**config.mk**
```make
export PLATFORM = sky130hd
export DESIGN_NAME = bshd_scan
export DESIGN_NICKNAME = d
export VERILOG_FILES = /design/src/design/bshd_pkg.sv /design/src/design/bshd_scan.sv
export SDC_FILE = /design/constraint.sdc
export NUM_CORES = 1
export LEC_CHECK = 0
export ABC_AREA = 0
export BUFFER_PORTS_ARGS = -buffer_cell sky130_fd_sc_hd__buf_2
export CAP_MARGIN = 15
export CORE_MARGIN = 2
export CORE_UTILIZATION = 30
export CTS_CLUSTER_SIZE = 10
export DETAILED_ROUTE_END_ITERATION = 8
export GPL_TIMING_DRIVEN = 0
export PLACE_DENSITY = 0.66
export SLEW_MARGIN = 20
export SYNTH_ARGS = -nofsm -noshare
export SYNTH_HDL_FRONTEND = slang
export SYNTH_SLANG_ARGS = --single-unit
```
**constraint.sdc**
```tcl
create_clock -name clk_i -period 7 [get_ports clk_i]
set_input_delay 0.35 -clock clk_i [delete_from_list [all_inputs] [get_ports clk_i]]
set_output_delay 0.35 -clock clk_i [all_outputs]
set_load 0.01 [all_outputs]
```
**src/design/bshd_pkg.sv**
```systemverilog
// ----------------------------------------------------------------------------
// bshd_pkg
// Shared constants, codes and types of the bit-serial Huffman decoder.
// ----------------------------------------------------------------------------
package bshd_pkg;

  localparam int ENTRIES       = 256;
  localparam int MAX_CODE_BITS = 63;

  localparam int CODE_W = 63;
  localparam int LEN_W  = 6;
  localparam int SYM_W  = 8;
  localparam int PEND_W = CODE_W + 1;
  localparam int PLEN_W = 8;
  localparam int IDX_W  = (ENTRIES > 1) ? $clog2(ENTRIES) : 1;
  localparam int CNT_W  = $clog2(ENTRIES + 1);

  localparam logic [PEND_W-1:0] CODE_LIMIT =
    {{(PEND_W - MAX_CODE_BITS){1'b0}}, {MAX_CODE_BITS{1'b1}}};

  typedef enum logic [1:0] {
    REQ_CLEAR = 2'd0,
    REQ_LOAD  = 2'd1,
    REQ_DATA  = 2'd2
  } req_e;

  typedef enum logic [1:0] {
    STATUS_OK       = 2'd0,
    STATUS_OVERFLOW = 2'd1,
    STATUS_LEFTOVER = 2'd2
  } status_e;

  typedef struct packed {
    logic [CODE_W-1:0] code;
    logic [LEN_W-1:0]  len;
    logic [SYM_W-1:0]  symbol;
  } entry_t;

  typedef struct packed {
    logic             done;
    logic             hit;
    logic [IDX_W-1:0] idx;
    logic [SYM_W-1:0] symbol;
  } scan_res_t;

endpackage

```
**src/design/bshd_scan.sv**
```systemverilog
// ----------------------------------------------------------------------------
// bshd_scan
// Table search: walks the loaded entries one per cycle through the shared
// code and length comparator, stops at the first match.
// ----------------------------------------------------------------------------
module bshd_scan (
  input  logic                        clk_i,
  input  logic                        rst_ni,
  input  logic                        start_i,
  input  logic [bshd_pkg::CNT_W-1:0]  count_i,
  input  logic [bshd_pkg::PEND_W-1:0] key_code_i,
  input  logic [bshd_pkg::PLEN_W-1:0] key_len_i,
  output logic [bshd_pkg::IDX_W-1:0]  rd_addr_o,
  input  bshd_pkg::entry_t            rd_data_i,
  output bshd_pkg::scan_res_t         res_o
);
  import bshd_pkg::*;

  typedef enum logic {
    SC_IDLE,
    SC_RUN
  } scan_state_e;

  scan_state_e      state_q, state_d;
  logic [CNT_W-1:0] issue_q, issue_d;
  logic             pv_q, pv_d;
  logic [IDX_W-1:0] pidx_q, pidx_d;
  logic             match;
  logic             issuing;

  // shared comparator
  assign match = pv_q
              && ({1'b0, rd_data_i.code} == key_code_i)
              && ({{(PLEN_W - LEN_W){1'b0}}, rd_data_i.len} == key_len_i);

  assign issuing   = issue_q < count_i;
  assign rd_addr_o = issue_q[IDX_W-1:0];

  always_comb begin
    state_d      = state_q;
    issue_d      = issue_q;
    pv_d         = 1'b0;
    pidx_d       = pidx_q;
    res_o.done   = 1'b0;
    res_o.hit    = 1'b0;
    res_o.idx    = pidx_q;
    res_o.symbol = rd_data_i.symbol;
    case (state_q)
      SC_IDLE: begin
        if (start_i) begin
          state_d = SC_RUN;
          issue_d = '0;
        end
      end
      SC_RUN: begin
        if (match) begin
          res_o.done = 1'b1;
          res_o.hit  = 1'b1;
          state_d    = SC_IDLE;
        end else if (!pv_q && !issuing) begin
          res_o.done = 1'b1;
          state_d    = SC_IDLE;
        end else begin
          pv_d   = issuing;
          pidx_d = issue_q[IDX_W-1:0];
          if (issuing) begin
            issue_d = issue_q + CNT_W'(1);
          end
        end
      end
      default: begin
        state_d = SC_IDLE;
      end
    endcase
  end

  always_ff @(posedge clk_i or negedge rst_ni) begin
    if (!rst_ni) begin
      state_q <= SC_IDLE;
      issue_q <= '0;
      pv_q    <= 1'b0;
      pidx_q  <= '0;
    end else begin
      state_q <= state_d;
      issue_q <= issue_d;
      pv_q    <= pv_d;
      pidx_q  <= pidx_d;
    end
  end

endmodule

```
==> summary.md, run 1 <==
| Metric | Value |
|---|---|
| Hold/Removal Path Class | `in -> async` |
| Global-route wire length before repair | `9949 µm` |
| Number of synthesized flops with an enable pin | `0` |
| Main synth FF type | `dfrtp_1` |
| Post-CTS resize count | `0` |
| Hold Fails Final Rpt | `0` |
| Initial drt markers | `99` |
| Syn Area/Cell | `8.763 µm²` |
| Worst slew margin | `66.79%` |
| # H-tree levels | `1` |
| Via count | `2415` |
| Initial antenna violation count | `0` |
| Clock Sinks | `19` |
| FFs w/ async S/R, synth | `between 90% and 100%` |
| Worst Path Max Fanout | `10` |
| Post-DRT Antenna Nets | `0` |
| Setup CP Type | `reg -> out` |
| Fin Setup TNS | `0 ns` |
| Area contributors post-synth | `xnor2_1 (23%), dfrtp_1 (22%), nand4_1 (7.2%)` |
| Core area | `approximately 0.0071 mm²` |
| Grt ovf | `0` |
| # diodes | `0` |
| IO buf count | `178` |
| Clock Path Buffers | `2` |
| Register area share after synthesis | `between 20% and 30%` |
| Die ar. | `between 0.007 and 0.008 mm²` |
| Final Max Slew Viols | `0` |
| Setup Fix Bufs, Post-CTS | `0` |
| Pwr Total | `581.2 µW` |
| WP data arrival | `2.41 ns` |
| Remaining DRCs | `0` |
| PD cells | `179.2 mW/mm²` |
| Startpoint Class | `register` |
| Post-route clock period utilization | `between 30% and 40%` |
| Outcome | `completed` |
| Leak | `0.001641 µW` |
| Maximum VDD drop | `87.25 µV` |
| End-of-flow core utilization | `a little under half` |
| Syn Nets | `419` |
| Layout cell share with drive strength beyond 1 | `a little under half` |
| Slowest cell on crit path | `nor4b_1` |
| Die height | `89.29 µm` |
| Ports | `187` |
| Final setup fails | `0` |
| Die X | `89.29 µm` |
| Critical-path cell list | `nor4b_1 > nand4_1 > nor4_1 > nand3_1 > nor4_4 > buf_4 > o21a_1 > buf_2` |
| Wirelength per Cell | `13.58 µm` |
| Hold WS | `0.02322 ns` |
| Post-synth top area cell | `xnor2_1` |
| Max-cap violations | `0` |
| Area Growth Syn to Fin | `48.62%` |
| Num rows | `31` |
| CTS tree | `done` |
| Slew @ Worst Pin | `around 0.5 ns` |
| Vias in the first global route | `roughly 2100` |
| Worst setup EP type | `output port` |
| Final #Nets | `~600` |
| Gate Count Post-Synth | `roughly 250` |
| Yosys reg bits | `19` |
| Root Driver | `clkbuf_8` |
| Reg2reg setup slack | `about 4.5 ns` |
| Peak Freq | `0.3622 GHz` |
| Synthesized area | `0.002182 mm²` |
| Clk slew on worst S/H paths | `roughly 0.070 ns` |
| Synth warn | `0` |
| Clock Latency Late Sink | `0.26 ns` |
| Gp weighted congestion | `between 0.8 and 0.9` |
| Worst stage delay on the critical path | `0.42 ns` |
| Largest net degree at the start of global routing | `20` |
| Dpl hpwl | `6378 µm` |
| Number of CTS-inserted buffers | `3` |
| Req. time, crit path | `6.65 ns` |
| Synth cell types | `35` |
| Fin Clk Skew | `around 0.0045 ns` |
| Via density per instance | `4.557` |
| GRT Resource Usage Total | `15.81%` |
| Detailed-route wire length | `7199 µm` |
| Share of the synthesized area in the top cell type | `23.28%` |
| Initial core utilization | `30.58%` |
| Final min period | `2.761 ns` |
| Setup repair after global routing missed its margin | `false` |
| Drt first pass iters | `4` |
| Hold_buf cts | `0` |
-- cell type report --
type,instances,area [µm²]
buffer,19,138.9
tap,99,123.9
fill,768,3894
clock buffer,3,41.29
clock inverter,1,5.005
multi-input combinational,199,1523
sequential,19,475.5
inverter,12,45.04
timing repair buffer,178,890.9
-- metrics by stage --
stage	area, µm²	cells	setup WS [ns]
finish	3243	530	4.239
global route	3243	530	3.970
CTS	3243	530	4.188
detailed placement	3197	526	4.305
global placement	3197	526	4.241
floorplan	2182	249	4.726
-- worst max-delay path, delay by kind of cell, from the launching register on --
| family | cells | cell delay, ns |
|---|---|---|
| buffers and inverters | 2 | 0.34 |
| DFF | 1 | 0.34 |
| and+or+nand+nor | 5 | 1.34 |
| AOI/OAI and AO/OA | 1 | 0.13 |
-- sequential cells by signal (all words and copies together) (netlist names) --
| signal | cells |
|---|---|
| issue_q | 9 |
| state_q | 1 |
| pidx_q | 8 |
| pv_q | 1 |
-- cell usage in the layout (no fill, tap or decap) --
cell,count
o21a_1,1
nand2_1,17
o21ba_2,1
nor4_1,8
or4_4,1
o21ai_0,5
nor2_2,1
ha_1,9
and3_1,9
or3_1,4
xnor2_1,58
nor2_1,5
nand3b_1,3
nor3b_1,2
clkbuf_8,3
nand4_1,25
or3b_2,1
buf_4,18
a31oi_1,1
nor4b_1,1
mux2_1,8
nand3_1,4
nand4b_1,2
a211oi_1,1
a21oi_1,4
clkinv_2,1
mux2i_1,6
nor2b_1,1
buf_2,178
inv_1,12
nor4_4,1
xor2_1,13
nand2b_1,2
clkbuf_1,1
and4b_1,1
or3b_1,3
nor3_1,1
dfrtp_1,19
-- synth_stat cells (5+ instances only) --
cell / n
and3_1: 9
buf_4: 18
dfrtp_1: 19
ha_1: 9
inv_1: 12
mux2_1: 8
mux2i_1: 6
nand2_1: 17
nand4_1: 25
nor2_1: 5
nor4_1: 8
o21ai_0: 5
xnor2_1: 58
xor2_1: 13
-- kinds of logic after synthesis --
family          after synthesis  share of synthesized area [%]
compound gates               13                          3.498
xor+xnor                     71                          28.50
fa+ha+maj                     9                          5.161
buf+inv                      31                          8.429
flops                        19                          21.79
mux                          14                          6.881
simple gates                 92                          25.75
-- worst paths after layout --
path / startpoint / end / cells past startpoint
max: pv_q / res_o[17] / 8
min: rst_ni / pidx_q[0] / 1
max reg2reg: issue_q[4] / pidx_q[4] / 9
min reg2reg: pidx_q[7] / pidx_q[7] / 1
max in group asynchronous: rst_ni / issue_q[5] / 1
min in group clk_i: pidx_q[7] / pidx_q[7] / 1
-- report_power, final --
part	leakage, µW	internal, µW	switching [µW]	total [µW]
Sequential	0.000235	148	45.1	193
Combinational	0.00138	169	143	312
Clock	0.0000255	39.6	37.2	76.8
Total	0.00164	356	225	581
-- metal layers --
layer | GRT usage [%] | wire [µm] | vias up
li1 | - | - | 1228
met1 | 24.57 | 3326 | 1076
met2 | 23.50 | 3269 | 109
met3 | 2.124 | 587 | 2
met4 | 2.578 | 14 | 0
met5 | 0 | 0 | -
No activity file was read; power rests on OpenSTA's default activity.
==> inputs of run 2 (changes only) <==
--- a/config.mk
+++ b/config.mk
@@ -13,7 +13,7 @@
 export CTS_CLUSTER_SIZE = 10
 export DETAILED_ROUTE_END_ITERATION = 8
 export GPL_TIMING_DRIVEN = 0
-export PLACE_DENSITY = 0.66
+export PLACE_DENSITY = 0.68
 export SLEW_MARGIN = 20
 export SYNTH_ARGS = -nofsm -noshare
 export SYNTH_HDL_FRONTEND = slang
==> constraint.sdc (replaced) <==
create_clock -name clk_i -period 2.4 [get_ports clk_i]
set_input_delay 0.12 -clock clk_i [delete_from_list [all_inputs] [get_ports clk_i]]
set_output_delay 0.12 -clock clk_i [all_outputs]
set_load 0.01 [all_outputs]
==> run 2 against run 1 <==
Effect of this change: clock skew about the same; sequential power rose to 2.8 times the previous value; sequential cell count did not move; largest cell class unchanged; critical endpoint is now pidx_q[1]; final area increased by 3.6%; critical path type is now reg -> reg; largest power group unchanged.
==> summary.md, run 2 (synthesis gave the netlist of run 1 again) <==
| Metric | Value |
|---|---|
| Slew @ Worst Pin | `0.4240 ns (-0.06724 ns)` |
| Most common cell after layout, fill and taps aside | `buf_2` |
| Clock Latency Late Sink | `0.26 ns (about the same)` |
| Initial drt markers | `124 (+25%)` |
| Area Growth Syn to Fin | `53.96%` |
| Largest net degree at the start of global routing | `20 (unchanged)` |
| # H-tree levels | `1 (unchanged)` |
| Largest register by flop count | `issue_q` |
| Biggest regs | `issue_q (9), pidx_q (8)` |
| RR Startpoint | `issue_q[4]` |
| Clock Sinks | `19 (unchanged)` |
| Drt first pass iters | `4 (unchanged)` |
| Top delay family on crit path | `compound AO/OA/AOI/OAI gates` |
| Setup CP Type | `reg -> reg` |
| Die height | `89.29 µm (unchanged)` |
| IO buf count | `178 (unchanged)` |
| Die X | `89.29 µm (unchanged)` |
| Hold/Removal Path Class | `in -> reg` |
| Worst slew margin | `71.74% (+4.9 points)` |
| Fillers | `757 (-1.4%)` |
| Detailed-route wire length | `7168 µm (-0.43%)` |
| PD cells | `539.4 mW/mm² (+200%)` |
| Initial core utilization | `30.58% (unchanged)` |
| Final setup fails | `0 (unchanged)` |
| Fin area | `0.003359 mm² (+3.6%)` |
| # diodes | `0 (unchanged)` |
| Remaining DRCs | `0 (unchanged)` |
| Fin Clk Skew | `0.004808 ns (+0.0003300 ns)` |
| Vias in the first global route | `2108 (+0.24%)` |
| Max-cap violations | `0 (unchanged)` |
| Outcome | `completed` |
| Wirelength per Cell | `13.32 µm (-1.9%)` |
| Layout cell share with drive strength beyond 1 | `50.80% (+3.2 points)` |
| Worst reg2reg path endpoint | `pidx_q[1]` |
| CTS tree | `done` |
| Beginning of the worst hold path | `start_i` |
| WP data arrival | `2.42 ns (about the same)` |
| Register share of total power | `29.3% (-3.8 points)` |
| Non-Filler Instances | `538 (+1.5%)` |
| CP bufs+invs | `1 (-1)` |
| Root Driver | `clkbuf_8` |
| Dpl hpwl | `6271 µm (-1.7%)` |
| Critical-path cell list | `ha_1 > a21oi_1 > nor2b_1 > o21ai_1 > a31oi_1 > o21ba_2 > or3b_1 > buf_6 > mux2_1` |
| Most frequent cells in the layout | `buf_2 (178), xnor2_1 (58), nand4_1 (25)` |
| Peak Freq | `around 0.44 GHz` |
| Slowest cell on crit path | `dfrtp_2` |
| Num rows | `31 (unchanged)` |
| Ports | `187 (unchanged)` |
| Final #Nets | `610 (+1.3%)` |
| Worst stage delay on the critical path | `0.40 ns (-0.02 ns)` |
| Startpoint Class | `register` |
| Die ar. | `0.007972 mm² (unchanged)` |
| WHS Path Cells | `3` |
| Clock Path Buffers | `2 (unchanged)` |
| Maximum VDD drop | `243.0 µV (+180%)` |
| Setup repair after global routing missed its margin | `true` |
| Via density per instance | `4.625 (+1.5%)` |
| GRT Resource Usage Total | `15.92% (+0.11 points)` |
| WHS Endpoint | `state_q` |
| Max reg flops | `9 (unchanged)` |
| Global-route wire length before repair | `9908 µm (-0.41%)` |
| Post-route clock period utilization | `94.71%` |
| Post-DRT Antenna Nets | `0 (unchanged)` |
| Final min period | `2.273 ns` |
| Hold Fails Final Rpt | `0 (unchanged)` |
| Fin Setup TNS | `0 ns (unchanged)` |
| Via count | `2488 (+3.0%)` |
| Clock network power share | `12.6% (-0.6 points)` |
| Worst setup EP type | `register` |
| Reg2Reg Depth | `9 (unchanged)` |
| Worst Path Max Fanout | `9 (-1)` |
| Grt ovf | `0 (unchanged)` |
| Reg2reg setup slack | `0.13 ns (-4.36 ns)` |
| Gp weighted congestion | `0.8302 (-0.47%)` |
| Placed instance area | `0.003197 mm² (unchanged)` |
| Core area | `0.007137 mm² (unchanged)` |
| Psw | `690.8 µW (+210%)` |
| Dpl cells | `526 (unchanged)` |
| Internal power | `1121 µW (+210%)` |
| Final Max Slew Viols | `0 (unchanged)` |
| Clk slew on worst S/H paths | `0.08 ns (about the same)` |
| Number of CTS-inserted buffers | `3 (unchanged)` |
| Combinational cell fraction of total power | `58.1% (+4.5 points)` |
| Leak | `0.001688 µW (+2.8%)` |
| Initial antenna violation count | `0 (unchanged)` |
| Switching Share | `38.12% (-0.57 points)` |
| Req. time, crit path | `2.54 ns (-4.11 ns)` |
run 2: layout make-up:
type / instances / area (µm²) / share of cell area, %
Clock buffer: 3 / 41.29 / 1.229
Buffer: 18 / 142.6 / 4.246
Tap cell: 99 / 123.9 / 3.687
Multi-Input combinational cell: 199 / 1554 / 46.26
Clock inverter: 1 / 7.507 / 0.2235
Timing Repair Buffer: 187 / 960.9 / 28.60
Sequential cell: 19 / 484.2 / 14.41
Inverter: 12 / 45.04 / 1.341
run 2: worst max-delay path by stage:
stage                             to  cells past startpoint        from  slack (ns)
final                      pidx_q[1]                      9  issue_q[4]        0.13
after global routing      issue_q[5]                      8  issue_q[4]      -0.002
after CTS                  pidx_q[2]                      8  issue_q[5]       0.004
after detailed placement   pidx_q[2]                      8        pv_q       -0.18
after global placement     pidx_q[4]                      8        pv_q       -0.16
after floorplan            pidx_q[0]                      9  issue_q[4]        0.13
run 2: repair_timing:
action | in CTS | in global routing
pin swaps | 0 | 5
buffers inserted | 2 | 6
hold endpoints to repair | 19 | 0
hold buffers | 1 | 0
gates resized for setup | 7 | 8
setup endpoints to repair | 18 | 18
run 2: tightest hold or removal path: cells and delay by family:
family | cells | cell delay [ns]
AND/OR/NAND/NOR | 2 | 0.28
buffers and inverters | 1 | 0.12
run 2: layer usage:
metal | wire (µm) | track usage (%)
met1 | 3127 | 24.03
met2 | 3371 | 24.31
met3 | 655 | 2.678
met4 | 14 | 2.171
met5 | 0 | 0
run 2: stage by stage:
step                setup slack (ns)  utilization [%]  hold WS [ns]  total power, µW
global placement             -0.1566            44.79       0.07998             1460
global route               -0.002170            47.07        0.3411             1958
floorplan                     0.1256                -       -0.1756             1101
finish                        0.1271            47.07        0.3039             1812
detailed placement           -0.1781            44.79       0.08121             1490
CTS                         0.003721            46.20        0.2973             1748
run 2: power groups by stage:
stage	clock network (µW)	registers (µW)	logic, µW
6_report	229	531	1050
3_3_place_gp	0	564	895
3_5_place_dp	0	572	919
5_1_grt	246	545	1170
2_1_floorplan	0	551	550
4_1_cts	231	551	965
==> inputs of run 3 (changes only) <==
--- a/config.mk
+++ b/config.mk
@@ -13,7 +13,7 @@
 export CTS_CLUSTER_SIZE = 10
 export DETAILED_ROUTE_END_ITERATION = 8
 export GPL_TIMING_DRIVEN = 0
-export PLACE_DENSITY = 0.68
+export PLACE_DENSITY = 0.66
 export SLEW_MARGIN = 20
 export SYNTH_ARGS = -nofsm -noshare
 export SYNTH_HDL_FRONTEND = slang
==> constraint.sdc (replaced) <==
create_clock -name clk_i -period 2.25 [get_ports clk_i]
set_input_delay 0.1125 -clock clk_i [delete_from_list [all_inputs] [get_ports clk_i]]
set_output_delay 0.1125 -clock clk_i [all_outputs]
set_load 0.01 [all_outputs]
==> run 3 against run 2 <==
Effect of this change: the run now ends with negative setup slack left; total power increased by 17%; global-route usage is 1.4 points higher; combinational power rose by 25%; die area unchanged; register-to-register slack got worse by 0.15 ns; hold slack got worse by 0.020 ns; clock power increased by 6%; sequential share of layout area down 0.50 points; clock skew grew 0.00056 ns; count of clock-buffer cells in the layout increased by 1; cell count up 0.37%; critical endpoint unchanged; critical path depth unchanged.
==> summary.md, run 3 (synthesis gave the netlist of run 1 again) <==
| Metric | Value |
|---|---|
| Dpl hpwl | `6412 µm (+2.2%)` |
| Biggest regs | `issue_q (9), pidx_q (8)` |
| Worst Setup EP | `pidx_q[1]` |
| Reg2reg setup slack | `-0.03 ns (-0.15 ns)` |
| Remaining DRCs | `0 (unchanged)` |
| Fin Clk Skew | `0.005363 ns (+0.0005550 ns)` |
| # H-tree levels | `1 (unchanged)` |
| Global-route wire length before repair | `10760 µm (+8.6%)` |
| Pre-CTS WS | `-0.2886 ns (-0.1105 ns)` |
| Num rows | `31 (unchanged)` |
| Initial core utilization | `30.58% (unchanged)` |
| Peak Freq | `0.4393 GHz (-0.15%)` |
| Fillers | `721 (-4.8%)` |
| Clock Path Buffers | `2 (unchanged)` |
| Clock Sinks | `19 (unchanged)` |
| GRT Resource Usage Total | `17.30% (+1.4 points)` |
| CTS tree | `done` |
| Dpl cells | `526 (unchanged)` |
| Drt first pass iters | `4 (unchanged)` |
| Max reg flops | `9 (unchanged)` |
| IO buf count | `178 (unchanged)` |
| Final Max Slew Viols | `0 (unchanged)` |
| Internal power | `1322 µW (+18%)` |
| Final setup fails | `7 (+7)` |
| Setup repair after global routing missed its margin | `true` |
| Number of CTS-inserted buffers | `3 (unchanged)` |
| Slew @ Worst Pin | `0.4513 ns (+0.02728 ns)` |
| Post-DRT Antenna Nets | `0 (unchanged)` |
| Die height | `89.29 µm (unchanged)` |
| Hold/Removal Path Class | `in -> reg` |
| RR Startpoint | `issue_q[4]` |
| Via density per instance | `4.685 (+1.3%)` |
| Initial antenna violation count | `0 (unchanged)` |
| # diodes | `0 (unchanged)` |
| WP data arrival | `2.42 ns (about the same)` |
| Non-Filler Instances | `540 (+0.37%)` |
| Core area | `0.007137 mm² (unchanged)` |
| Hold Fails Final Rpt | `0 (unchanged)` |
| Worst slew margin | `69.92% (-1.8 points)` |
| Startpoint Class | `register` |
| CP startpoint | `issue_q[4]` |
| Req. time, crit path | `2.39 ns (-0.15 ns)` |
| Switching Share | `37.55% (-0.57 points)` |
| Clock Latency Late Sink | `0.26 ns (about the same)` |
| Die ar. | `0.007972 mm² (unchanged)` |
| Clock network power share | `11.4% (-1.2 points)` |
| Worst setup EP type | `register` |
| Max-cap violations | `0 (unchanged)` |
| Reg2Reg Depth | `9 (unchanged)` |
| Setup CP Type | `reg -> reg` |
| Leak | `0.001707 µW (+1.2%)` |
| Layout cell share with drive strength beyond 1 | `54.88% (+4.1 points)` |
| Failing checks | `negative setup slack` |
| Detailed-route wire length | `7766 µm (+8.3%)` |
| Worst Path Max Fanout | `5 (-4)` |
| Ports | `187 (unchanged)` |
| Largest register by flop count | `issue_q` |
| Wirelength per Cell | `14.38 µm (+7.9%)` |
| Final min period | `2.276 ns (+0.003506 ns)` |
| Gp weighted congestion | `0.7890 (-5.0%)` |
| Worst reg2reg path endpoint | `pidx_q[1]` |
| Post-route clock period utilization | `101.2% (+6.5 points)` |
| Fin worst setup slack | `-0.02644 ns (-0.1535 ns)` |
| Largest net degree at the start of global routing | `20 (unchanged)` |
| Outcome | `complete, but fails checks` |
| Register share of total power | `26.7% (-2.6 points)` |
| Root Driver | `clkbuf_8` |
| Combinational cell fraction of total power | `61.9% (+3.8 points)` |
| Most common cell after layout, fill and taps aside | `buf_2` |
| Maximum VDD drop | `282.4 µV (+16%)` |
| End-of-flow core utilization | `48.76% (+1.7 points)` |
| Initial drt markers | `126 (+1.6%)` |
| PD cells | `608.2 mW/mm² (+13%)` |
| Area Growth Syn to Fin | `59.46%` |
| Via count | `2530 (+1.7%)` |
| Clk slew on worst S/H paths | `0.07 ns (about the same)` |
| Die X | `89.29 µm (unchanged)` |
| Most frequent cells in the layout | `buf_2 (178), xnor2_1 (58), nand4_1 (25)` |
| Vias in the first global route | `2240 (+6.3%)` |
| Final #Nets | `612 (+0.33%)` |
| Psw | `794.7 µW (+15%)` |
| Grt ovf | `0 (unchanged)` |
-- run 3: what timing repair did --
action	in CTS	in global routing
pin swaps	13	6
gates resized for setup	29	4
gates cloned	1	1
hold buffers	1	0
endpoints found under the hold margin	19	0
buffers inserted	6	2
setup endpoints to repair	20	18
-- run 3: through the flow --
step                area, µm²  setup TNS, ns  power (µW)  hold WS [ns]
global placement         3201         -3.781        1567       0.07613
floorplan                2186              0        1180       -0.1831
CTS                      3438        -0.1904        2065        0.2939
finish                   3480        -0.1245        2116        0.2839
global route             3480         -1.013        2280        0.3295
detailed placement       3201         -4.045        1597       0.08100
-- run 3: layer usage --
| metal | vias to the layer above | part of all wire, % | wire, µm | track usage [%] |
|---|---|---|---|---|
| met5 | - | 0 | 0 | 0 |
| met4 | 0 | 0.31 | 24 | 2.442 |
| met3 | 2 | 9.2 | 713 | 3.324 |
| met2 | 106 | 46 | 3564 | 26.13 |
| met1 | 1170 | 45 | 3464 | 26.05 |
| li1 | 1252 | - | - | - |
-- run 3: how the worst min path moves through the flow --
stage,depth (start not counted),start,slack [ns],end
2_1_floorplan,0,rst_ni,-0.18,issue_q[0]
3_5_place_dp,1,rst_ni,0.08,pidx_q[1]
4_1_cts,3,start_i,0.29,state_q
3_3_place_gp,1,rst_ni,0.08,pidx_q[2]
5_1_grt,3,start_i,0.33,state_q
6_report,3,start_i,0.28,state_q
-- run 3: layout make-up --
type | count | area, µm² | area share, %
tap | 99 | 123.9 | 3.560
inverter | 12 | 45.04 | 1.294
timing repair buffer | 188 | 972.2 | 27.94
clock buffer | 4 | 45.04 | 1.294
sequential | 19 | 484.2 | 13.92
buffer | 18 | 142.6 | 4.099
multi-input combinational | 200 | 1667 | 47.90
-- run 3: power by group through the flow --
stage	Combinational, µW	Clock (µW)	Sequential [µW]
floorplan	592	0	588
global placement	964	0	604
detailed placement	984	0	613
CTS	1250	242	570
global route	1440	259	583
finish	1310	242	564
-- run 3: critical path, stage by stage (launching register included) --
cell	delay, ns
dfrtp_2	0.43
ha_4	0.22
a21oi_2	0.12
nor2b_1	0.06
o21ai_2	0.14
a31oi_2	0.13
o21ba_2	0.23
or3b_4	0.38
buf_6	0.15
mux2_4	0.30
